**src/mwm_pkg.sv**
```systemverilog
// ----------------------------------------------------------------------------
// mwm_pkg - shared constants for the mecanum wheel mixer
// Fixed widths, register map and queue sizing used across the block.
// ----------------------------------------------------------------------------
package mwm_pkg;

  // four wheels, one sum each
  localparam int unsigned NUM_WHEELS = 4;

  // wheel speed limit register width and reset value
  localparam int unsigned LIMIT_W     = 15;
  localparam logic [LIMIT_W-1:0] LIMIT_RESET = 15'd8000;

  // result width and quotient width (quotient never exceeds the limit)
  localparam int unsigned OUT_W  = 16;
  localparam int unsigned QUOT_W = LIMIT_W;

  // queue between front and back end
  localparam int unsigned QUEUE_DEPTH = 4;
  localparam int unsigned QUEUE_PTR_W = 2;

  // register map: word index lives above the byte offset
  localparam int unsigned APB_DATA_W = 32;
  localparam int unsigned REG_IDX_W  = 1;
  localparam int unsigned ADDR_W     = REG_IDX_W + 2;
  localparam logic [REG_IDX_W-1:0] REG_WHEEL_LIMIT = 1'b0;

endpackage

```
**src/mwm_fifo.sv**
```systemverilog
// ----------------------------------------------------------------------------
// mwm_fifo - short item queue between front and back end
// Register-based FIFO; pointers wrap on their own since the depth is 2^n.
// ----------------------------------------------------------------------------
module mwm_fifo #(
  parameter int unsigned WIDTH = 8
) (
  input  logic             clk_i,
  input  logic             rst_ni,
  input  logic             wr_valid_i,
  output logic             wr_ready_o,
  input  logic [WIDTH-1:0] wr_data_i,
  output logic             rd_valid_o,
  input  logic             rd_ready_i,
  output logic [WIDTH-1:0] rd_data_o
);

  localparam int unsigned PW = mwm_pkg::QUEUE_PTR_W;
  localparam int unsigned CW = PW + 1;

  logic [WIDTH-1:0] mem_q [mwm_pkg::QUEUE_DEPTH];
  logic [PW-1:0]    wptr_q, rptr_q;
  logic [CW-1:0]    cnt_q;
  logic             full, empty, push, pop;

  assign full  = (cnt_q == CW'(mwm_pkg::QUEUE_DEPTH));
  assign empty = (cnt_q == '0);
  assign push  = wr_valid_i && !full;
  assign pop   = rd_ready_i && !empty;

  assign wr_ready_o = !full;
  assign rd_valid_o = !empty;
  assign rd_data_o  = mem_q[rptr_q];

  always_ff @(posedge clk_i or negedge rst_ni) begin
    if (!rst_ni) begin
      wptr_q <= '0;
      rptr_q <= '0;
      cnt_q  <= '0;
    end else begin
      if (push) wptr_q <= wptr_q + 1'b1;
      if (pop)  rptr_q <= rptr_q + 1'b1;
      case ({push, pop})
        2'b10:   cnt_q <= cnt_q + 1'b1;
        2'b01:   cnt_q <= cnt_q - 1'b1;
        default: cnt_q <= cnt_q;
      endcase
    end
  end

  always_ff @(posedge clk_i) begin
    if (push) begin
      mem_q[wptr_q] <= wr_data_i;
    end
  end

endmodule

```
**config.mk**
```make
export PLATFORM = sky130hd
export DESIGN_NAME = mwm_fifo
export DESIGN_NICKNAME = d
export VERILOG_FILES = /design/src/mwm_pkg.sv /design/src/mwm_fifo.sv
export SDC_FILE = /design/constraint.sdc
export NUM_CORES = 1
export LEC_CHECK = 0
export BUFFER_PORTS_ARGS = -buffer_cell sky130_fd_sc_hd__buf_2
export CORE_ASPECT_RATIO = 1.5
export CORE_UTILIZATION = 31
export CTS_BUF_LIST = sky130_fd_sc_hd__clkbuf_4 sky130_fd_sc_hd__clkbuf_8
export CTS_CLUSTER_DIAMETER = 100
export DETAILED_ROUTE_END_ITERATION = 8
export GPL_TIMING_DRIVEN = 0
export HOLD_SLACK_MARGIN = 0.05
export PLACE_DENSITY = 0.52
export SLEW_MARGIN = 20
export SYNTH_ARGS = -nofsm -noshare
export SYNTH_HDL_FRONTEND = slang
export SYNTH_SLANG_ARGS = --single-unit
```
**constraint.sdc**
```tcl
create_clock -name clk_i -period 2.5 [get_ports clk_i]
set_input_delay 0.25 -clock clk_i [delete_from_list [all_inputs] [get_ports clk_i]]
set_output_delay 0.25 -clock clk_i [all_outputs]
set_load 0.02 [all_outputs]
```
Word-level counts from Yosys, hierarchy flattened --
Memories as Yosys holds them, arrays and structs flattened. Cells that the tools add are included.
Cells by class: add/subtract/negate cells 4, equality and inequality tests 3, mux-type cells 3, reductions and logical operators 6
Operators by type and width (count):
- $pmux W3 S2 | 1
- $add A2 B1 Y2 const B | 2
- $add A3 B1 Y3 const B | 1
- $eq A3 B3 Y1 const B | 1
- $logic_not A3 Y1 | 1
- $sub A3 B1 Y3 const B | 1
- $eq A2 B1 Y1 const B | 1
- $eq A2 B2 Y1 const B | 1
- $logic_and A1 B1 Y1 | 2
- $logic_not A1 Y1 | 2
- $mux W1 | 2
- $reduce_bool A2 Y1 | 1
Word-level totals: register bits after elaboration 7, RAM bits 32, output and inout bits 10, word-level logic and storage cells 20, memories 1
Memories:
- mem_q | depth 4, bits a word 8, rd ports 1, clocked after Yosys merged registers in 0, wr ports 1, RTL line mwm_fifo.sv:21 | logic [WIDTH-1:0] mem_q [mwm_pkg::QUEUE_DEPTH];

Depth between registers and ports, before layout --
depth after elaboration 5, gate-level depth with buffers 9, gate-level depth less buffers 9

Worst setup path after synthesis --
OpenSTA, ideal clock, no wires.
path kind flip-flop to flip-flop, from register cnt_q[0], to register cnt_q[2], setup time 0.079 ns, data arrival time 2.051 ns, setup slack 0.370 ns, cell stages (with the launch flop) 10, clock period less this slack 2.130 ns, cell sequence dfrtp_1 > or3b_4 > and2_4 > inv_1 > ha_1 > inv_1 > fa_1 > xor2_1 > nor2_1 > xor2_1
Between the ends: longest elaborated chain between the ends 5
RTL lines:
- from (decl) | RTL line mwm_fifo.sv:23 | logic [CW-1:0] cnt_q;
- from (signal assigned) | RTL line mwm_fifo.sv:44 | 2'b10: cnt_q <= cnt_q + 1'b1;
- from (signal assigned) | RTL line mwm_fifo.sv:45 | 2'b01: cnt_q <= cnt_q - 1'b1;
- from (signal assigned) | RTL line mwm_fifo.sv:46 | default: cnt_q <= cnt_q;
- $eq A3 B3 Y1 * | RTL line mwm_fifo.sv:26 | assign full = (cnt_q == CW'(mwm_pkg::QUEUE_DEPTH));
- $logic_not A1 Y1 *
- via wr_ready_o | RTL line mwm_fifo.sv:11 | output logic wr_ready_o,
- $logic_and A1 B1 Y1 * | RTL line mwm_fifo.sv:28 | assign push = wr_valid_i && !full;
- $eq A2 B1 Y1 / $eq A2 B2 Y1 (equally long branches) | RTL line mwm_fifo.sv:43 | case ({push, pop})
- $pmux W3 S2 / $reduce_bool A2 Y1 (equally long branches)
The timed path passes the listed nets; every way through them passes the cells marked *. A chain may end at the register's enable or synchronous reset.

Worst setup path in the final report --
from register cnt_q[0], to register cnt_q[2]
Between the ends: longest elaborated chain between the ends 5
RTL lines (RTL line):
- $eq A3 B3 Y1 / $logic_not A3 Y1 (equally long branches) | mwm_fifo.sv:26, mwm_fifo.sv:27
- $logic_not A1 Y1 (on tied branches) | mwm_fifo.sv:28, mwm_fifo.sv:29
- $logic_and A1 B1 Y1 (on tied branches) | mwm_fifo.sv:28, mwm_fifo.sv:29
- $eq A2 B1 Y1 / $eq A2 B2 Y1 (equally long branches) | mwm_fifo.sv:43
- $pmux W3 S2 / $reduce_bool A2 Y1 (equally long branches)
Parallel ways exist; a longest one is shown, timed or not.

==> impl_results.md <==
- Status: complete, no violations
- Area Growth Syn to Fin: 19.6%
- First-pass GRT wire length: 4.15 mm
- Via count: 766
- Buf+Inv Stages, Crit Path: 2
- Worst Path Required: 2.71 ns
- IO buf count: 21
- Full die area: 0.00540 sq mm
- Final worst slack: 0.254 ns
- CP cell instances: or3b_4, and2_4, inv_1, ha_1, inv_1, fa_1, xor2_1, nor2_1, xor2_1
- R2R Path Start: cnt_q[0]
- Pre-CTS WS: 0.308 ns
- CP peak stage delay: 0.45 ns
- Vias in the first global route: 846
- Worst hold path endpoint: mem_q[0][2]
- Root Buffer: clkbuf_8
- DRC: 0
- Tmin final: 2.25 ns
- Crit share post-route: 89.8%
- Setup Viol. Count Final: 0
- Hold path start: wr_data_i[2]
- # diodes: 0
- Internal power: 0.00154 W
- Clock sinks: 39
- Hold path depth: 1
- R2r worst-path depth: 9
- Post-synthesis sequential area ratio: 71.8%
- Slew HR: 61.0%
- Finished Layout Cells: 175
- Num ports: 22
- RSZ-0062 raised after global routing: false
- Hold_ws: 0.175 ns
- Bufs on Longest Clock Path: 2
- GRT Total Usage: 11.1%
- Yosys top cell area share: 60.7%
- Hold Crit Class: primary input to flip-flop
- Fill cells: 477
- Logic pwr share: 35.4%
- Post-Synthesis Cells: 79
- Critical path capture point type: flip-flop
- Max Freq: 445 MHz
- Sequential power share: 41.8%
- Vias per cell: 4.38
- CTS H-tree depth: 2
- Die Wd: 60.3 um
- Antenna viol nets, final: 0
- Crit path max-delay family: simple AND/OR/NAND/NOR gates
- Worst VDD drop: 0.677 mV
- Post-synth net total: 97
- FP Rows: 31
- Switching part of the total: 32.2%
- Yosys top cell by area: edfxtp_1
- CTS tree: done
- P_leak: 0.719 nW
- Nets: 126
- CP Class: flip-flop to flip-flop
- Routability cong.: 0.698
- Post-synthesis average cell area: 20.0 sq um
- Final hold violations: 0
- #FFs+latches synth: 39
- P_sw: 0.000731 W
- Critical-path top delay cell: or3b_4
- Pwr Density: 1200 mW/mm^2
- Drt pass-1 iters: 2
- Initial antenna violation count: 0
- TritonCTS Buffers: 5
- Clock power share: 22.8%
- Iter 0 DRT Violations: 14
- Core Footprint: 0.00489 sq mm
- Crit path DAT: 2.46 ns
- Largest net degree at the start of global routing: 14
- DP Cell Count: 166
- Clk Latency, worst-skew pair: 0.29 ns
- YS warnings: 0
- Total routed wirelength: 2.46 mm
- Clk slew on worst S/H paths: 0.08 ns
- Final Max Tran Viols: 0
- Crit-path max FO: 6
- Clk_skew: 0.00549 ns
- Syn Std Cell Area: 0.00158 sq mm
- Synth top area cells: edfxtp_1 61%, mux4_2 11%, dfrtp_1 11%
- Die height: 89.5 um
- Share of cells above drive strength 1: 43.1%
- CP startpoint kind: flip-flop
- Max-cap violations: 0
- Pin slew with the least headroom to its limit: 0.586 ns
- Post-synthesis cell type count: 19
- Util after Layout: 38.7%
- Initial Utilization: 32.4%
- Drt wl/cell: 14.1 um
- FF-to-FF setup slack: 0.25 ns
- Grt ovf: 0
- TNS Setup: 0 ns
- R2r endpoint: cnt_q[2]
## power groups by stage
stage / Combinational [W] / Clock [W] / Sequential (W)
3_5_place_dp: 0.000823 / 0 / 0.000963
5_1_grt: 0.000902 / 0.000550 / 0.000967
6_report: 0.000804 / 0.000517 / 0.000948
3_3_place_gp: 0.000800 / 0 / 0.000953
2_1_floorplan: 0.000615 / 0 / 0.000942
4_1_cts: 0.000827 / 0.000528 / 0.000950
## registers in the layout (all words and copies together), names as in the netlist
name / count
rptr_q: 2
mem_q: 32
wptr_q: 2
cnt_q: 3
## cells in the mapped netlist
cell / instances
nor2_1: 1
dfrtp_1: 7
and2_4: 1
ha_1: 5
or3b_4: 1
buf_2: 1
xnor2_1: 3
mux2i_1: 1
fa_1: 1
inv_1: 6
nand2_1: 1
o31a_2: 1
mux4_2: 8
buf_1: 1
mux2_4: 1
or3_2: 1
edfxtp_1: 32
and3_2: 4
xor2_1: 3
## layout make-up
class,count,area [sq um],area share (%)
clock buffers,5,68.8,3.64
multi-input cells,32,415,21.9
inverters,6,22.5,1.19
flip-flops and latches,39,1140,60.0
plain buffers,2,8.76,0.463
repair buffers,22,115,6.08
well taps,66,82.6,4.36
clock inverters,3,43.8,2.31
## worst max path at each step
stage | depth (start not counted) | endpoint | slack, ns | start
floorplan | 9 | cnt_q[2] | 0.37 | cnt_q[0]
finish | 9 | cnt_q[2] | 0.25 | cnt_q[0]
global route | 9 | cnt_q[2] | 0.05 | cnt_q[0]
detailed placement | 9 | cnt_q[2] | 0.31 | cnt_q[0]
CTS | 9 | cnt_q[2] | 0.27 | cnt_q[0]
global placement | 9 | cnt_q[2] | 0.30 | cnt_q[0]
## logic make-up after synthesis
| family | share of synthesized area, % |
|---|---|
| fa+ha+maj | 5.22 |
| simple gates | 4.11 |
| compound gates | 0.632 |
| flops | 71.8 |
| xor+xnor | 3.32 |
| buf+inv | 1.98 |
| mux | 13.0 |
## placed cells by master, fill, tap and decap left out, types with 3 or more instances in the layout
cell      Yosys  layout
mux4_2        8       8
and3_2        4       4
ha_1          5       5
buf_2         1      22
clkbuf_8      0       5
xnor2_1       3       3
inv_1         6       6
edfxtp_1     32      32
dfrtp_1       7       7
xor2_1        3       3
## through the flow
step           cell area [sq um]  power [W]
6_report                    1890    0.00227
2_1_floorplan               1580    0.00156
4_1_cts                     1890    0.00231
5_1_grt                     1890    0.00242
3_3_place_gp                1770    0.00175
3_5_place_dp                1770    0.00179
## routing by layer
| layer | vias to the layer above | part of all wire (%) | GRT usage [%] |
|---|---|---|---|
| li1 | 356 | - | - |
| met1 | 383 | 40 | 12.2 |
| met2 | 23 | 52 | 18.8 |
| met3 | 4 | 6.0 | 3.76 |
| met4 | 0 | 1.6 | 5.71 |
| met5 | - | 0 | 0 |
## repair_timing
action,4_1_cts,5_1_grt
gates resized for setup,0,0
setup buffers,0,0
hold buffers,1,0
endpoints found under the hold margin,7,0
Power figures use the tool's default switching activity.
