File: src/mwm_pkg.sv
// ----------------------------------------------------------------------------
// mwm_pkg - shared constants for the mecanum wheel mixer
// Fixed widths, register map and queue sizing used across the block.
// ----------------------------------------------------------------------------
package mwm_pkg;

  // four wheels, one sum each
  localparam int unsigned NUM_WHEELS = 4;

  // wheel speed limit register width and reset value
  localparam int unsigned LIMIT_W     = 15;
  localparam logic [LIMIT_W-1:0] LIMIT_RESET = 15'd8000;

  // result width and quotient width (quotient never exceeds the limit)
  localparam int unsigned OUT_W  = 16;
  localparam int unsigned QUOT_W = LIMIT_W;

  // queue between front and back end
  localparam int unsigned QUEUE_DEPTH = 4;
  localparam int unsigned QUEUE_PTR_W = 2;

  // register map: word index lives above the byte offset
  localparam int unsigned APB_DATA_W = 32;
  localparam int unsigned REG_IDX_W  = 1;
  localparam int unsigned ADDR_W     = REG_IDX_W + 2;
  localparam logic [REG_IDX_W-1:0] REG_WHEEL_LIMIT = 1'b0;

endpackage

File: src/mwm_front.sv
// ----------------------------------------------------------------------------
// mwm_front - command mixing and peak classification
// Forms the four wheel sums and magnitudes, finds the peak, flags scaling.
// ----------------------------------------------------------------------------
module mwm_front #(
  parameter int unsigned CMD_WIDTH = 16,
  localparam int unsigned SW = CMD_WIDTH + 2,
  localparam int unsigned MW = CMD_WIDTH + 1,
  localparam int unsigned NW = mwm_pkg::NUM_WHEELS,
  localparam int unsigned LW = mwm_pkg::LIMIT_W,
  localparam int unsigned EW = NW * SW + NW * MW + MW + LW + 1
) (
  input  logic                        clk_i,
  input  logic                        rst_ni,
  input  logic                        in_valid_i,
  output logic                        in_ready_o,
  input  logic signed [CMD_WIDTH-1:0] move_x_i,
  input  logic signed [CMD_WIDTH-1:0] move_y_i,
  input  logic signed [CMD_WIDTH-1:0] turn_rate_i,
  input  logic        [LW-1:0]        limit_i,
  output logic                        out_valid_o,
  input  logic                        out_ready_i,
  output logic        [EW-1:0]        out_data_o
);

  localparam int unsigned MAG_OFF   = NW * SW;
  localparam int unsigned PEAK_OFF  = MAG_OFF + NW * MW;
  localparam int unsigned LIM_OFF   = PEAK_OFF + MW;
  localparam int unsigned SCALE_OFF = LIM_OFF + LW;
  localparam int unsigned CMP_W     = (MW > LW) ? MW : LW;

  logic signed [SW-1:0] xe, ye, we;
  logic signed [SW-1:0] sum_d [NW];
  logic        [MW-1:0] mag_d [NW];
  logic        [SW-1:0] neg   [NW];

  logic                 s1_vld_q, s2_vld_q;
  logic signed [SW-1:0] t1_q [NW];
  logic        [MW-1:0] m1_q [NW];
  logic        [LW-1:0] lim1_q;

  logic signed [SW-1:0] t2_q [NW];
  logic        [MW-1:0] m2_q [NW];
  logic        [LW-1:0] lim2_q;
  logic        [MW-1:0] peak2_q;
  logic                 scale2_q;

  logic        [MW-1:0] pk01, pk23, peak_d;
  logic                 scale_d;
  logic                 s1_ready, s2_ready;

  assign s2_ready   = !s2_vld_q || out_ready_i;
  assign s1_ready   = !s1_vld_q || s2_ready;
  assign in_ready_o = s1_ready;

  // stage 1: the four sums and their magnitudes
  always_comb begin
    xe = SW'(move_x_i);
    ye = SW'(move_y_i);
    we = SW'(turn_rate_i);
    sum_d[0] =  xe - ye + we;
    sum_d[1] =  xe + ye + we;
    sum_d[2] = -xe + ye + we;
    sum_d[3] = -xe - ye + we;
    for (int i = 0; i < NW; i++) begin
      neg[i]   = -sum_d[i];
      mag_d[i] = sum_d[i][SW-1] ? neg[i][MW-1:0] : sum_d[i][MW-1:0];
    end
  end

  always_ff @(posedge clk_i or negedge rst_ni) begin
    if (!rst_ni) begin
      s1_vld_q <= 1'b0;
    end else if (s1_ready) begin
      s1_vld_q <= in_valid_i;
    end
  end

  always_ff @(posedge clk_i) begin
    if (s1_ready && in_valid_i) begin
      t1_q   <= sum_d;
      m1_q   <= mag_d;
      lim1_q <= limit_i;
    end
  end

  // stage 2: peak over the four magnitudes, compare with limit
  always_comb begin
    pk01    = (m1_q[0] > m1_q[1]) ? m1_q[0] : m1_q[1];
    pk23    = (m1_q[2] > m1_q[3]) ? m1_q[2] : m1_q[3];
    peak_d  = (pk01 > pk23) ? pk01 : pk23;
    scale_d = CMP_W'(peak_d) > CMP_W'(lim1_q);
  end

  always_ff @(posedge clk_i or negedge rst_ni) begin
    if (!rst_ni) begin
      s2_vld_q <= 1'b0;
    end else if (s2_ready) begin
      s2_vld_q <= s1_vld_q;
    end
  end

  always_ff @(posedge clk_i) begin
    if (s2_ready && s1_vld_q) begin
      t2_q     <= t1_q;
      m2_q     <= m1_q;
      lim2_q   <= lim1_q;
      peak2_q  <= peak_d;
      scale2_q <= scale_d;
    end
  end

  // queue entry: {scale, limit, peak, magnitudes, sums}
  always_comb begin
    out_data_o = '0;
    for (int i = 0; i < NW; i++) begin
      out_data_o[i*SW +: SW]           = t2_q[i];
      out_data_o[MAG_OFF + i*MW +: MW] = m2_q[i];
    end
    out_data_o[PEAK_OFF +: MW] = peak2_q;
    out_data_o[LIM_OFF +: LW]  = lim2_q;
    out_data_o[SCALE_OFF]      = scale2_q;
  end

  assign out_valid_o = s2_vld_q;

endmodule

File: config.mk
export PLATFORM = sky130hd
export DESIGN_NAME = mwm_front
export DESIGN_NICKNAME = d
export VERILOG_FILES = /design/src/mwm_pkg.sv /design/src/mwm_front.sv
export SDC_FILE = /design/constraint.sdc
export NUM_CORES = 1
export LEC_CHECK = 0
export ABC_AREA = 0
export CAP_MARGIN = 0
export CORE_ASPECT_RATIO = 0.5
export CORE_MARGIN = 1.5
export CORE_UTILIZATION = 58
export DETAILED_ROUTE_END_ITERATION = 7
export DONT_BUFFER_PORTS = 1
export PLACE_DENSITY_LB_ADDON = 0.15
export SKIP_LAST_GASP = 1
export SLEW_MARGIN = 0
export SYNTH_ARGS = -nofsm -noshare
export SYNTH_HDL_FRONTEND = slang
export SYNTH_SLANG_ARGS = --single-unit
File: constraint.sdc
create_clock -name clk_i -period 5.8 [get_ports clk_i]
set_clock_uncertainty 0.1 [all_clocks]
set_input_delay 0.29 -clock clk_i [delete_from_list [all_inputs] [get_ports clk_i]]
set_output_delay 0.29 -clock clk_i [all_outputs]
set_load 0.01 [all_outputs]
# Yosys cells after proc, flatten, opt, wreduce, memory -nomap -nowiden
# Cells that the tools add are included.
[classes]
order_cmp = 4
add_sub_neg = 13
muxes = 7
reduce_logical = 6
[op_table]
columns = ["cell", "n"]
rows = [
  ["two-way mux 17 bit", 7],
  ["negator 17 bit", 4],
  ["adder 18 x 16 -> 18 bit", 3],
  ["greater-than comparator 17 bit", 3],
  ["adder 17 x 16 -> 18 bit", 2],
  ["negator 16 -> 18 bit", 1],
  ["subtractor 18 x 16 -> 18 bit", 1],
  ["adder 16 x 16 -> 17 bit", 1],
  ["greater-than comparator 17 x 15 -> 1 bit", 1],
  ["subtractor 16 x 16 -> 17 bit", 1],
  ["logical AND 1 bit", 2],
  ["zero test 1 bit", 2],
  ["logical OR 1 bit", 2],
]
[totals]
wordCells = 52
register_bits = 330
output_inout_bits = 175

# Logic depth before layout (Yosys ltp)
# Gate-level depths: netlist of run 1.
[depth]
word_depth = 5
mapped_depth = 31
ltp_nobuf = 29

# Least setup slack after synthesis of run 1
# Ideal clock, no wire load.
[synth_path]
path_kind = "register to register"
from = "register m1_q[52] (netlist name)"
to = "register scale2_q, data pin"
setup_ps = 265
path_stages_with_launch = 31
path_slack_ps = -493
arrival_ps = 5927
required_time_ps = 5435
period_less_slack_ps = 6293
cell_sequence = "edfxtp_1 -> ha_1 -> nor2b_1 -> o21a_1 -> o21a_1 -> o21ai_0 -> a211oi_1 -> o21ai_1 -> clkbuf_1 -> mux2_2 -> ha_1 -> nor2b_1 -> o21a_1 -> o21a_1 -> o21ai_0 -> a21oi_1 -> o21bai_1 -> a21o_1 -> clkbuf_1 -> buf_1 -> a21oi_1 -> ha_1 -> nor2b_1 -> o21a_1 -> o21a_1 -> o21ai_0 -> a21oi_1 -> o21a_1 -> o21ai_0 -> a22oi_1 -> or3_1"
[synth_via]
elab_chain_len = 5
[synth_rtl]
columns = ["element", "line_no", "rtl"]
rows = [
  ["start: declaration", "mwm_front.sv:39", "logic [MW-1:0] m1_q [NW];"],
  ["start signal: assignment", "mwm_front.sv:82", "m1_q <= mag_d;"],
  ["greater-than comparator 17 bit", "mwm_front.sv:89", "pk01 = (m1_q[0] > m1_q[1]) ? m1_q[0] : m1_q[1];"],
  ["two-way mux 17 bit *", "mwm_front.sv:89", ""],
  ["greater-than comparator 17 bit", "mwm_front.sv:91", "peak_d = (pk01 > pk23) ? pk01 : pk23;"],
  ["two-way mux 17 bit *", "mwm_front.sv:91", ""],
  ["net peak_d[1]", "mwm_front.sv:48", "logic [MW-1:0] pk01, pk23, peak_d;"],
  ["greater-than comparator 17 x 15 -> 1 bit *", "mwm_front.sv:92", "scale_d = CMP_W'(peak_d) > CMP_W'(lim1_q);"],
  ["net scale_d", "mwm_front.sv:49", "logic scale_d;"],
  ["end signal: assignment", "mwm_front.sv:109", "scale2_q <= scale_d;"],
  ["end: declaration", "mwm_front.sv:46", "logic scale2_q;"],
]
# Mark *: on every way through the listed nets, which the timed path passes. The rest lies on a longest branch.
# A chain may end at the register's enable or synchronous reset.

# Worst setup path after layout of run 1
[layout_path]
from = "register m1_q[64] (netlist name)"
to = "register scale2_q, data pin"
# Same word-level chain as after synthesis.

==> results of run 1 <==
==> per-layer routing <==
metal	wire length [um]	share of wire	vias up	GRT usage
met5	0	0	-	0
met4	906	0.020	0	0.06230
met3	3864	0.084	48	0.05786
met2	19620	0.43	431	0.4146
met1	21410	0.47	5867	0.4303
li1	-	-	5503	-
==> area by class of cell <==
type	instances	area (um2)
well taps	423	529.3
clock buffers	38	797.0
flip-flops and latches	316	9479
repair buffers	107	899.6
multi-input cells	921	8088
fillers	2342	9968
inverters	231	867.1
clock inverters	12	113.9
==> worst max-delay path, cell delays in order (launching register included) <==
cell,delay (ns)
edfxtp_1,0.42
ha_1,0.31
nand4_1,0.16
nor2_2,0.16
nand4_1,0.14
or3_4,0.43
o21ai_4,0.11
buf_4,0.17
mux2_2,0.39
ha_4,0.26
a21o_1,0.15
a21o_1,0.17
a21oi_1,0.15
o21ai_1,0.09
o21bai_1,0.17
a21o_1,0.26
nor2_2,0.06
a21oi_2,0.14
ha_1,0.26
nor2b_1,0.14
o21a_1,0.16
o21a_1,0.16
o21ai_1,0.12
a21oi_1,0.10
o21a_1,0.18
o21ai_1,0.12
a22oi_1,0.08
or3_1,0.33
==> path summary, 6_finish.rpt <==
kind                                start              to  slack [ns]  cells after the start
setup / recovery                 m1_q[64]        scale2_q        0.06                     27
hold / removal             turn_rate_i[0]        t1_q[37]        0.18                      2
setup reg to reg                 m1_q[64]        scale2_q        0.06                     27
hold reg to reg                  t1_q[66]  out_data_o[12]        0.31                      0
max in group asynchronous          rst_ni     out_valid_o        5.10                      2
min in group asynchronous          rst_ni        s1_vld_q        0.38                      2
==> layout by cell type (no fill, tap or decap), types with 9 or more instances in the layout <==
master and n:
o21ai_0 37, xor2_1 48, nand4_1 18, mux2_2 14
nand3_1 15, buf_4 80, a21o_1 41, o31ai_1 9
edfxtp_1 314, inv_1 228, fa_1 67, nand2_1 47
clkbuf_16 27, nor3_1 25, o21a_1 22, nor2_1 89
xnor2_1 70, or3_1 9, mux2i_1 14, a211oi_1 14
dlygate4sd3_1 20, a21oi_1 74, nand2b_1 13, ha_1 134
nor2b_1 13
==> flip-flops by register name, indices dropped and copies added (netlist names), 15 cells and up <==
register	cells
out_data_o	133
lim2_q	15
peak2_q	17
lim1_q	15
t1_q	69
m1_q	64
==> cells by family (layout without fill, tap and decap cells) <==
family,Yosys count,in the layout,share of synthesized area
xor+xnor,121,121,0.05973
mux,36,36,0.02066
compound gates,275,275,0.1023
simple gates,283,283,0.07821
fa+ha+maj,206,206,0.1679
buf+inv,254,388,0.05468
flops,316,316,0.5166
==> power breakdown <==
part           total (mW)  internal, mW  switching (mW)  leakage [nW]
logic                5.45          2.36            3.10          5.14
clock network        1.84          1.01           0.831         0.444
registers            3.93          3.45           0.477          3.03
total                11.2          6.82            4.40          8.62
==> timing repair <==
item	4_1_cts	5_1_grt
hold buffers	20	0
setup endpoints to repair	1	1
gates cloned	0	1
pin swaps	5	13
endpoints found under the hold margin	19	0
resized for setup	17	28
setup buffers	5	12
==> results.py, run 1 <==
metrics = {
    "status": {
        "outcome": "completed",
    },
    "placement": {
        "port_buffers": 0,
        "dp.cells": 1960,
        "dp_slack_ns": -0.1382,
        "gp_congestion": 0.8804,
        "dpl.hpwl_um": 36660,
        "placed_cell_area_mm2": 0.01932,
    },
    "layout": {
        "nets": 1877,
        "fin_util": 0.6757,
        "instances_no_fill": 2048,
        "diodes": 0,
        "areaGrowthSynthToFinish_pct": 13.21,
        "final_area_mm2": 0.02077,
        "drive_above_1_share": 0.1317,
    },
    "timing": {
        "maxSlewViolCount": 0,
        "setup_viol": 0,
        "tightest_slew_ns": 1.322,
        "fin_crit_ns": 5.739,
        "hold_viol_final": 0,
        "fmax_mhz": 174.2,
        "slew_headroom": 0.1113,
        "layout_setup_ws_ns": 0.06067,
        "rsz0062_at_grt": "true",
        "whs_ns": 0.1757,
        "finalSetupTns_ns": 0,
        "fin_crit_sh": 0.9895,
    },
    "hold_path": {
        "hp-class": "in2reg",
    },
    "global_route": {
        "gr-usage-all-layers": 0.2813,
        "grt_first_pass_wirelength_um": 68060,
        "grt.overflow.total": 0,
        "grt_max_degree": 67,
        "antenna_found_initial": 1,
        "grt_pass1_vias": 11450,
    },
    "clock_network": {
        "clockRootBuffer": "clkbuf_16",
        "cts_inserted_buffers": 27,
        "clkTransAtPathRegs_ns": 0.07,
        "clock_latency_ns": 0.58,
        "clock-sinks": 316,
        "cts_tree": "built",
        "cts-htree-levels": 1,
        "cts_max_path_buffers": 3,
    },
    "flow_run": {
        "drv_cap": 0,
    },
    "synth": {
        "avgSynthCellArea_um2": 12.31,
        "synth_edf_count": 314,
        "synth_top_cell_by_area": "edfxtp_1",
        "yosys-top-cells-area": "edfxtp_1 51%, ha_1 9.5%, fa_1 7.3%",
        "synth_top_flop_cell": "edfxtp_1",
        "netlist_area_mm2": 0.01835,
        "yosysMostFrequentCell": "edfxtp_1",
        "synth-seq-cells": 316,
        "yosys_warnings": 0,
        "synth_common_cells": "314 x edfxtp_1, 229 x inv_1, 139 x ha_1, 91 x nor2_1, 80 x a21oi_1",
        "synth.distinct_cells": 78,
        "yosysSeqAreaShare": 0.5166,
        "async_flop_share": 0.006329,
        "synthCells": 1491,
        "synth_top_area_frac": 0.5138,
        "syn_nets": 1764,
    },
    "worst_setup_path": {
        "worstPathMaxFanout": 5,
        "arrival_ns": 5.95,
        "critical_path_class": "reg2reg",
        "crit_path_end_kind": "flop",
        "required_ns": 6.02,
        "cp-start-kind": "flop",
    },
    "pwr": {
        "power_mw": 11.22,
        "power_density_mw_per_mm2": 540.3,
        "ir_worst_vdd_v": 0.0002982,
        "power.leakage_nw": 8.620,
    },
    "floorplanning": {
        "dieWidth_um": 254.5,
        "start_util": 0.5969,
        "coreArea_mm2": 0.03074,
        "dieArea_mm2": 0.03278,
        "boundaryPins": 242,
        "rows": 45,
        "die_y_um": 128.8,
    },
    "drt": {
        "post_drt_via_cell_ratio": 5.786,
        "drt_iter0_drc": 1172,
        "vias": 11850,
        "drc": 0,
        "routed_wl_um": 45790,
        "drt-pass1-iter-count": 5,
        "postRouteAntennaNets": 0,
        "wl_per_cell_um": 22.36,
    },
}
Power figures use the tool's default switching activity.
==> run 2, diff against run 1 <==
- PLACE_DENSITY: default -> 0.78
- PLACE_DENSITY_LB_ADDON: 0.15 -> default
==> results.py, run 2 (synthesized netlist as in run 1, its figures left out) <==
metrics = {
    "placement": {
        "gp_congestion": 0.9504,
        "dp.cells": 1954,
        "port_buffers": 0,
        "dpl.hpwl_um": 36760,
    },
    "worst_setup_path": {
        "r2r.worst_path.cells": 28,
        "cp_common_cell": "o21a_1",
        "critical_path.slowest_cell": "edfxtp_1",
        "cp-start-kind": "flop",
        "r2r-end": "scale2_q",
        "crit_path_end_kind": "flop",
        "required_ns": 6.02,
        "crit_path_end": "scale2_q",
        "arrival_ns": 6.09,
        "r2r-start": "m1_q[35]",
        "max_stage_delay_ns": 0.37,
        "reg2reg_slack_ns": -0.07,
        "worstPathMaxFanout": 10,
        "critPathLaunch": "m1_q[35]",
        "critical_path_class": "reg2reg",
    },
    "pwr": {
        "power_density_mw_per_mm2": 542.0,
        "power.leakage_nw": 8.564,
        "internal_power_mw": 6.803,
        "clockPowerShare": 0.169,
        "total_switching_power_mw": 4.423,
        "power_frac_seq": 0.350,
        "ir_worst_vdd_v": 0.0003070,
        "combPwrFrac": 0.481,
        "switching_share": 0.3940,
        "power_mw": 11.23,
    },
    "layout": {
        "diodes": 0,
        "layout_common_cells": "314 x edfxtp_1, 229 x inv_1, 135 x ha_1, 88 x nor2_1, 73 x a21oi_1",
        "areaGrowthSynthToFinish_pct": 12.87,
        "fin_util": 0.6737,
        "n_fill_cell": 2244,
        "nets": 1868,
        "instances_no_fill": 2037,
        "largest_reg_flops": 133,
        "drive_above_1_share": 0.1258,
        "layout_commonest_cell": "edfxtp_1",
    },
    "drt": {
        "postRouteAntennaNets": 0,
        "vias": 11960,
        "drc": 0,
        "drt-pass1-iter-count": 5,
        "wl_per_cell_um": 22.66,
        "drt_iter0_drc": 1107,
        "post_drt_via_cell_ratio": 5.869,
        "routed_wl_um": 46160,
    },
    "timing": {
        "fmax_mhz": 170.3,
        "maxSlewViolCount": 0,
        "slew_headroom": 0.2503,
        "hold_viol_final": 0,
        "setup_viol": 1,
        "tightest_slew_ns": 1.123,
        "fin_crit_ns": 5.872,
        "rsz0062_at_grt": "true",
        "layout_setup_ws_ns": -0.07206,
        "fin_crit_sh": 1.012,
    },
    "flow_run": {
        "drv_cap": 0,
    },
    "status": {
        "violations": "negative setup slack",
        "outcome": "finished, violations left",
    },
    "global_route": {
        "grtUsageMet1": 0.4088,
        "gr-usage-all-layers": 0.2806,
        "grt_first_pass_wirelength_um": 68080,
        "grt.met3_usage": 0.06110,
        "antenna_found_initial": 2,
        "grt_max_degree": 112,
        "grt_most_used_layer": "met2",
        "grt_util_met2": 0.4461,
        "grt_pass1_vias": 11590,
        "grt.overflow.total": 0,
    },
    "clock_network": {
        "clkTransAtPathRegs_ns": 0.07,
        "cts_inserted_buffers": 27,
        "clock-sinks": 316,
        "cts_max_path_buffers": 3,
        "clockRootBuffer": "clkbuf_16",
        "cts_tree": "built",
        "clock_latency_ns": 0.58,
        "cts-htree-levels": 1,
    },
    "hold_path": {
        "hp-class": "in2reg",
        "holdCritStartpoint": "turn_rate_i[0]",
    },
    "floorplanning": {
        "dieArea_mm2": 0.03278,
        "start_util": 0.5969,
        "die_y_um": 128.8,
        "coreArea_mm2": 0.03074,
        "boundaryPins": 242,
        "rows": 45,
        "dieWidth_um": 254.5,
    },
}
==> run 2: cell count changes in the layout (fill, tap and decap cells not counted), moves of 2 or more <==
| cell | before | now |
|---|---|---|
| buf_4 | 80 | 70 |
| buf_6 | 3 | 5 |
| bufinv_16 | 1 | 4 |
| clkbuf_1 | 3 | 1 |
| clkbuf_8 | 8 | 0 |
| clkinv_1 | 1 | 4 |
| mux2i_1 | 14 | 11 |
| mux2i_2 | 3 | 5 |
==> run 2: metrics by stage <==
| step | hold WS, ns | TNS (ns) | area (um2) | setup WS [ns] |
|---|---|---|---|---|
| after floorplan | -0.1056 | 0 | 18380 | 0.02620 |
| after global routing | 0.1772 | -0.2870 | 20710 | -0.2870 |
| after CTS | 0.1614 | 0 | 20500 | 0.000005329 |
| after global placement | -0.1055 | 0 | 19250 | 0.01192 |
| after detailed placement | -0.1055 | -0.3160 | 19250 | -0.3160 |
| final | 0.1874 | -0.07206 | 20710 | -0.07206 |
==> run 2: layout make-up <==
cell class	instances	area, um2	share of cell area
Inverter	231	867.1	0.04186
Sequential cell	316	9479	0.4577
Timing Repair Buffer	98	837.1	0.04041
Clock buffer	28	679.4	0.03280
Tap cell	423	529.3	0.02555
Clock inverter	20	236.5	0.01142
Multi-Input combinational cell	921	8084	0.3903
==> run 2: how the worst min path moves through the flow <==
stage / slack (ns) / cells past startpoint / to
4_1_cts: 0.16 / 1 / t1_q[54]
5_1_grt: 0.18 / 2 / t1_q[19]
3_3_place_gp: -0.11 / 0 / s1_vld_q
3_5_place_dp: -0.11 / 0 / s1_vld_q
2_1_floorplan: -0.11 / 0 / out_valid_o
6_report: 0.19 / 2 / t1_q[19]
==> run 2: power by group through the flow <==
stage,Clock [mW],Sequential (mW),Combinational [mW]
6_report,1.89,3.93,5.40
5_1_grt,2.00,3.97,5.86
4_1_cts,1.92,3.93,5.03
3_5_place_dp,0,3.97,4.75
3_3_place_gp,0,3.94,4.60
2_1_floorplan,0,3.79,3.23
==> run 2: repair_timing <==
action,CTS,global route
setup buffers,7,9
setup endpoints to repair,1,1
hold endpoints to repair,19,0
gates resized for setup,22,26
pin swaps,4,6
hold buffers,20,0
cloned,0,0
==> run 2: routing by layer <==
metal	vias up	wire [um]
met2	481	21110
met3	47	3936
met4	0	494
met1	5945	20620
met5	-	0
li1	5483	-
==> run 2: critical path, delay by kind of cell (launching register included) <==
kind / cells / cell delay, ns
and+or+nand+nor: 3 / 0.53
adders and majority gates: 3 / 0.93
muxes: 1 / 0.37
buffers and inverters: 3 / 0.44
DFF: 1 / 0.37
AOI/OAI and AO/OA: 18 / 2.86
==> run 3, diff against run 2 <==
- ABC_AREA: 0 -> 1
- CORE_UTILIZATION: 58 -> 59
- PLACE_DENSITY: 0.78 -> 0.8
==> results.py, run 3 <==
metrics = {
    "status": {
        "outcome": "completed",
    },
    "worst_setup_path": {
        "reg2reg_slack_ns": 0.51,
        "worstPathMaxFanout": 24,
        "cp_top_family": "simple AND/OR/NAND/NOR gates",
        "r2r-end": "scale2_q",
        "max_stage_delay_ns": 0.40,
        "critical_path_class": "reg2reg",
        "cp-start-kind": "flop",
        "cp_common_cell": "nand2_1",
        "required_ns": 6.02,
        "r2r.worst_path.cells": 30,
        "crit_path_end_kind": "flop",
        "r2r-start": "m1_q[16]",
        "critical_path.slowest_cell": "o21ai_0",
        "arrival_ns": 5.51,
        "crit_buf_inv": 5,
    },
    "synth": {
        "async_flop_share": 0.006329,
        "avgSynthCellArea_um2": 9.119,
        "synth-simple-area-share": 0.2145,
        "synth_edf_count": 314,
        "yosys_warnings": 0,
        "yosysMostFrequentCell": "nand2_1",
        "synth_top_flop_cell": "edfxtp_1",
        "netlist_area_mm2": 0.01996,
        "synth.distinct_cells": 42,
        "synth_top_cell_by_area": "edfxtp_1",
        "synth_top_area_frac": 0.4724,
        "yosys-top-cells-area": "edfxtp_1 47%, nand2_1 12%, ha_1 8.7%",
        "yosysSeqAreaShare": 0.4749,
        "synth_top_family_by_area": "simple AND/OR/NAND/NOR gates",
        "synthCells": 2189,
        "synth_compound_area_frac": 0.04068,
        "muxShareOfSynthArea": 0,
        "syn_nets": 2462,
        "yosys.area_share.xor_xnor": 0.02576,
        "synth-seq-cells": 316,
        "synthAdderAreaFrac": 0.1543,
        "synth_common_cells": "621 x nand2_1, 427 x inv_1, 314 x edfxtp_1, 154 x nand3_1, 139 x ha_1",
    },
    "timing": {
        "fmax_mhz": 188.9,
        "maxSlewViolCount": 0,
        "finalSetupTns_ns": 0,
        "whs_ns": 0.1111,
        "rsz0062_at_grt": "false",
        "setup_viol": 0,
        "slew_headroom": 0.2559,
        "fin_crit_ns": 5.294,
        "tightest_slew_ns": 1.116,
        "fin_crit_sh": 0.9127,
        "hold_viol_final": 0,
    },
    "floorplanning": {
        "die_y_um": 133.1,
        "coreArea_mm2": 0.03317,
        "dieWidth_um": 263.1,
        "dieArea_mm2": 0.03501,
        "rows": 47,
        "start_util": 0.6019,
        "boundaryPins": 242,
    },
    "global_route": {
        "grt_first_pass_wirelength_um": 78000,
        "grt_max_degree": 167,
        "grt.overflow.total": 0,
        "antenna_found_initial": 2,
        "gr-usage-all-layers": 0.2926,
        "grt_pass1_vias": 13780,
    },
    "layout": {
        "instances_no_fill": 2683,
        "n_fill_cell": 2735,
        "layout_commonest_cell": "nand2_1",
        "drive_above_1_share": 0.03880,
        "diodes": 0,
        "multiInputGateArea_mm2": 0.008715,
        "final_area_mm2": 0.02157,
        "layout_common_cells": "619 x nand2_1, 425 x inv_1, 314 x edfxtp_1, 154 x nand3_1, 139 x ha_1",
        "nets": 2493,
        "largest_reg_flops": 133,
        "ff_latch_area_mm2": 0.009479,
        "areaGrowthSynthToFinish_pct": 8.067,
    },
    "pwr": {
        "power_mw": 10.15,
        "power_frac_seq": 0.375,
        "clockPowerShare": 0.189,
        "power.leakage_nw": 10.26,
        "combPwrFrac": 0.436,
        "power_density_mw_per_mm2": 470.4,
        "ir_worst_vdd_v": 0.0002814,
        "internal_power_mw": 5.806,
        "total_switching_power_mw": 4.341,
        "switching_share": 0.4278,
    },
    "drt": {
        "postRouteAntennaNets": 0,
        "drc": 0,
        "post_drt_via_cell_ratio": 5.492,
        "wl_per_cell_um": 19.13,
        "drt-pass1-iter-count": 6,
        "routed_wl_um": 51330,
        "vias": 14730,
        "drt_iter0_drc": 1651,
    },
    "placement": {
        "dp.cells": 2609,
        "dpl.hpwl_um": 40840,
        "placed_cell_area_mm2": 0.02040,
        "gp_congestion": 0.9360,
        "port_buffers": 0,
    },
    "clock_network": {
        "clock_latency_ns": 0.57,
        "clockRootBuffer": "clkbuf_16",
        "cts_tree": "built",
        "cts_inserted_buffers": 28,
        "clock-sinks": 316,
        "cts-htree-levels": 1,
        "clkTransAtPathRegs_ns": 0.07,
        "cts_max_path_buffers": 3,
    },
    "hold_path": {
        "hp-class": "in2reg",
        "hold_depth": 2,
        "holdCritStartpoint": "turn_rate_i[0]",
        "holdPathEnd": "t1_q[19]",
    },
    "flow_run": {
        "drv_cap": 0,
    },
}
[run 3: changes by cell type after synthesis, sizes merged, moves of 15 or more]
cell,delta
nand2,+582
inv,+196
nand3,+142
xnor2,-64
a21o,-38
nor2,+37
mux2i,-21
nand3b,+21
o21a,-21
nand4,+16
o21ai,+16
a211oi,-15
mux2,-15
[run 3: cell type report]
class,count,area share
flip-flops and latches,316,0.4394
inverters,427,0.07471
multi-input cells,1419,0.4040
clock inverters,23,0.01114
repair inverters,2,0.0006960
repair buffers,26,0.01183
clock buffers,29,0.03265
well taps,441,0.02558
[run 3: cells by family after synthesis]
| logic type | after synthesis |
|---|---|
| AND/OR/NAND/NOR | 1007 |
| buffers and inverters | 454 |
| flip-flops | 316 |
| adder cells (fa/ha/maj) | 206 |
| AO/OA/AOI/OAI | 152 |
| XOR/XNOR | 54 |
[run 3: per-stage QoR]
stage	setup slack [ns]	util
after floorplan	0.06916	-
after global placement	0.5187	0.6149
after detailed placement	0.3940	0.6149
after CTS	0.3553	0.6492
after global routing	0.01707	0.6504
final	0.5064	0.6504
[run 3: timing repair]
action | 4_1_cts | 5_1_grt
hold endpoints to repair | 19 | 0
hold buffers | 19 | 0
resized for setup | 0 | 14
buffers inserted | 0 | 1
endpoints found under the setup margin | 0 | 1
[run 3: how the worst max path moves through the flow]
| stage | from | end | slack, ns | cells past startpoint |
|---|---|---|---|---|
| CTS | m1_q[7] | scale2_q | 0.36 | 28 |
| global placement | m1_q[25] | scale2_q | 0.52 | 28 |
| floorplan | out_ready_i | lim2_q[0] | 0.07 | 2 |
| detailed placement | m1_q[7] | scale2_q | 0.39 | 28 |
| global route | m1_q[16] | scale2_q | 0.02 | 30 |
| finish | m1_q[16] | scale2_q | 0.51 | 30 |
[run 3: power groups by stage]
stage	Sequential (mW)	Clock, mW	Combinational, mW
finish	3.80	1.92	4.42
global route	3.84	2.03	4.99
CTS	3.81	1.93	4.24
detailed placement	3.85	0	4.19
global placement	3.83	0	4.09
floorplan	3.70	0	3.06
[run 3: metal layers]
| layer | vias to the layer above | GRT usage | routed length (um) | part of all wire |
|---|---|---|---|---|
| li1 | 7118 | - | - | - |
| met1 | 6846 | 0.4285 | 22700 | 0.44 |
| met2 | 697 | 0.4468 | 22210 | 0.43 |
| met3 | 71 | 0.07184 | 5409 | 0.11 |
| met4 | 2 | 0.05684 | 1000 | 0.019 |
| met5 | - | 0 | 13 | 0.00025 |
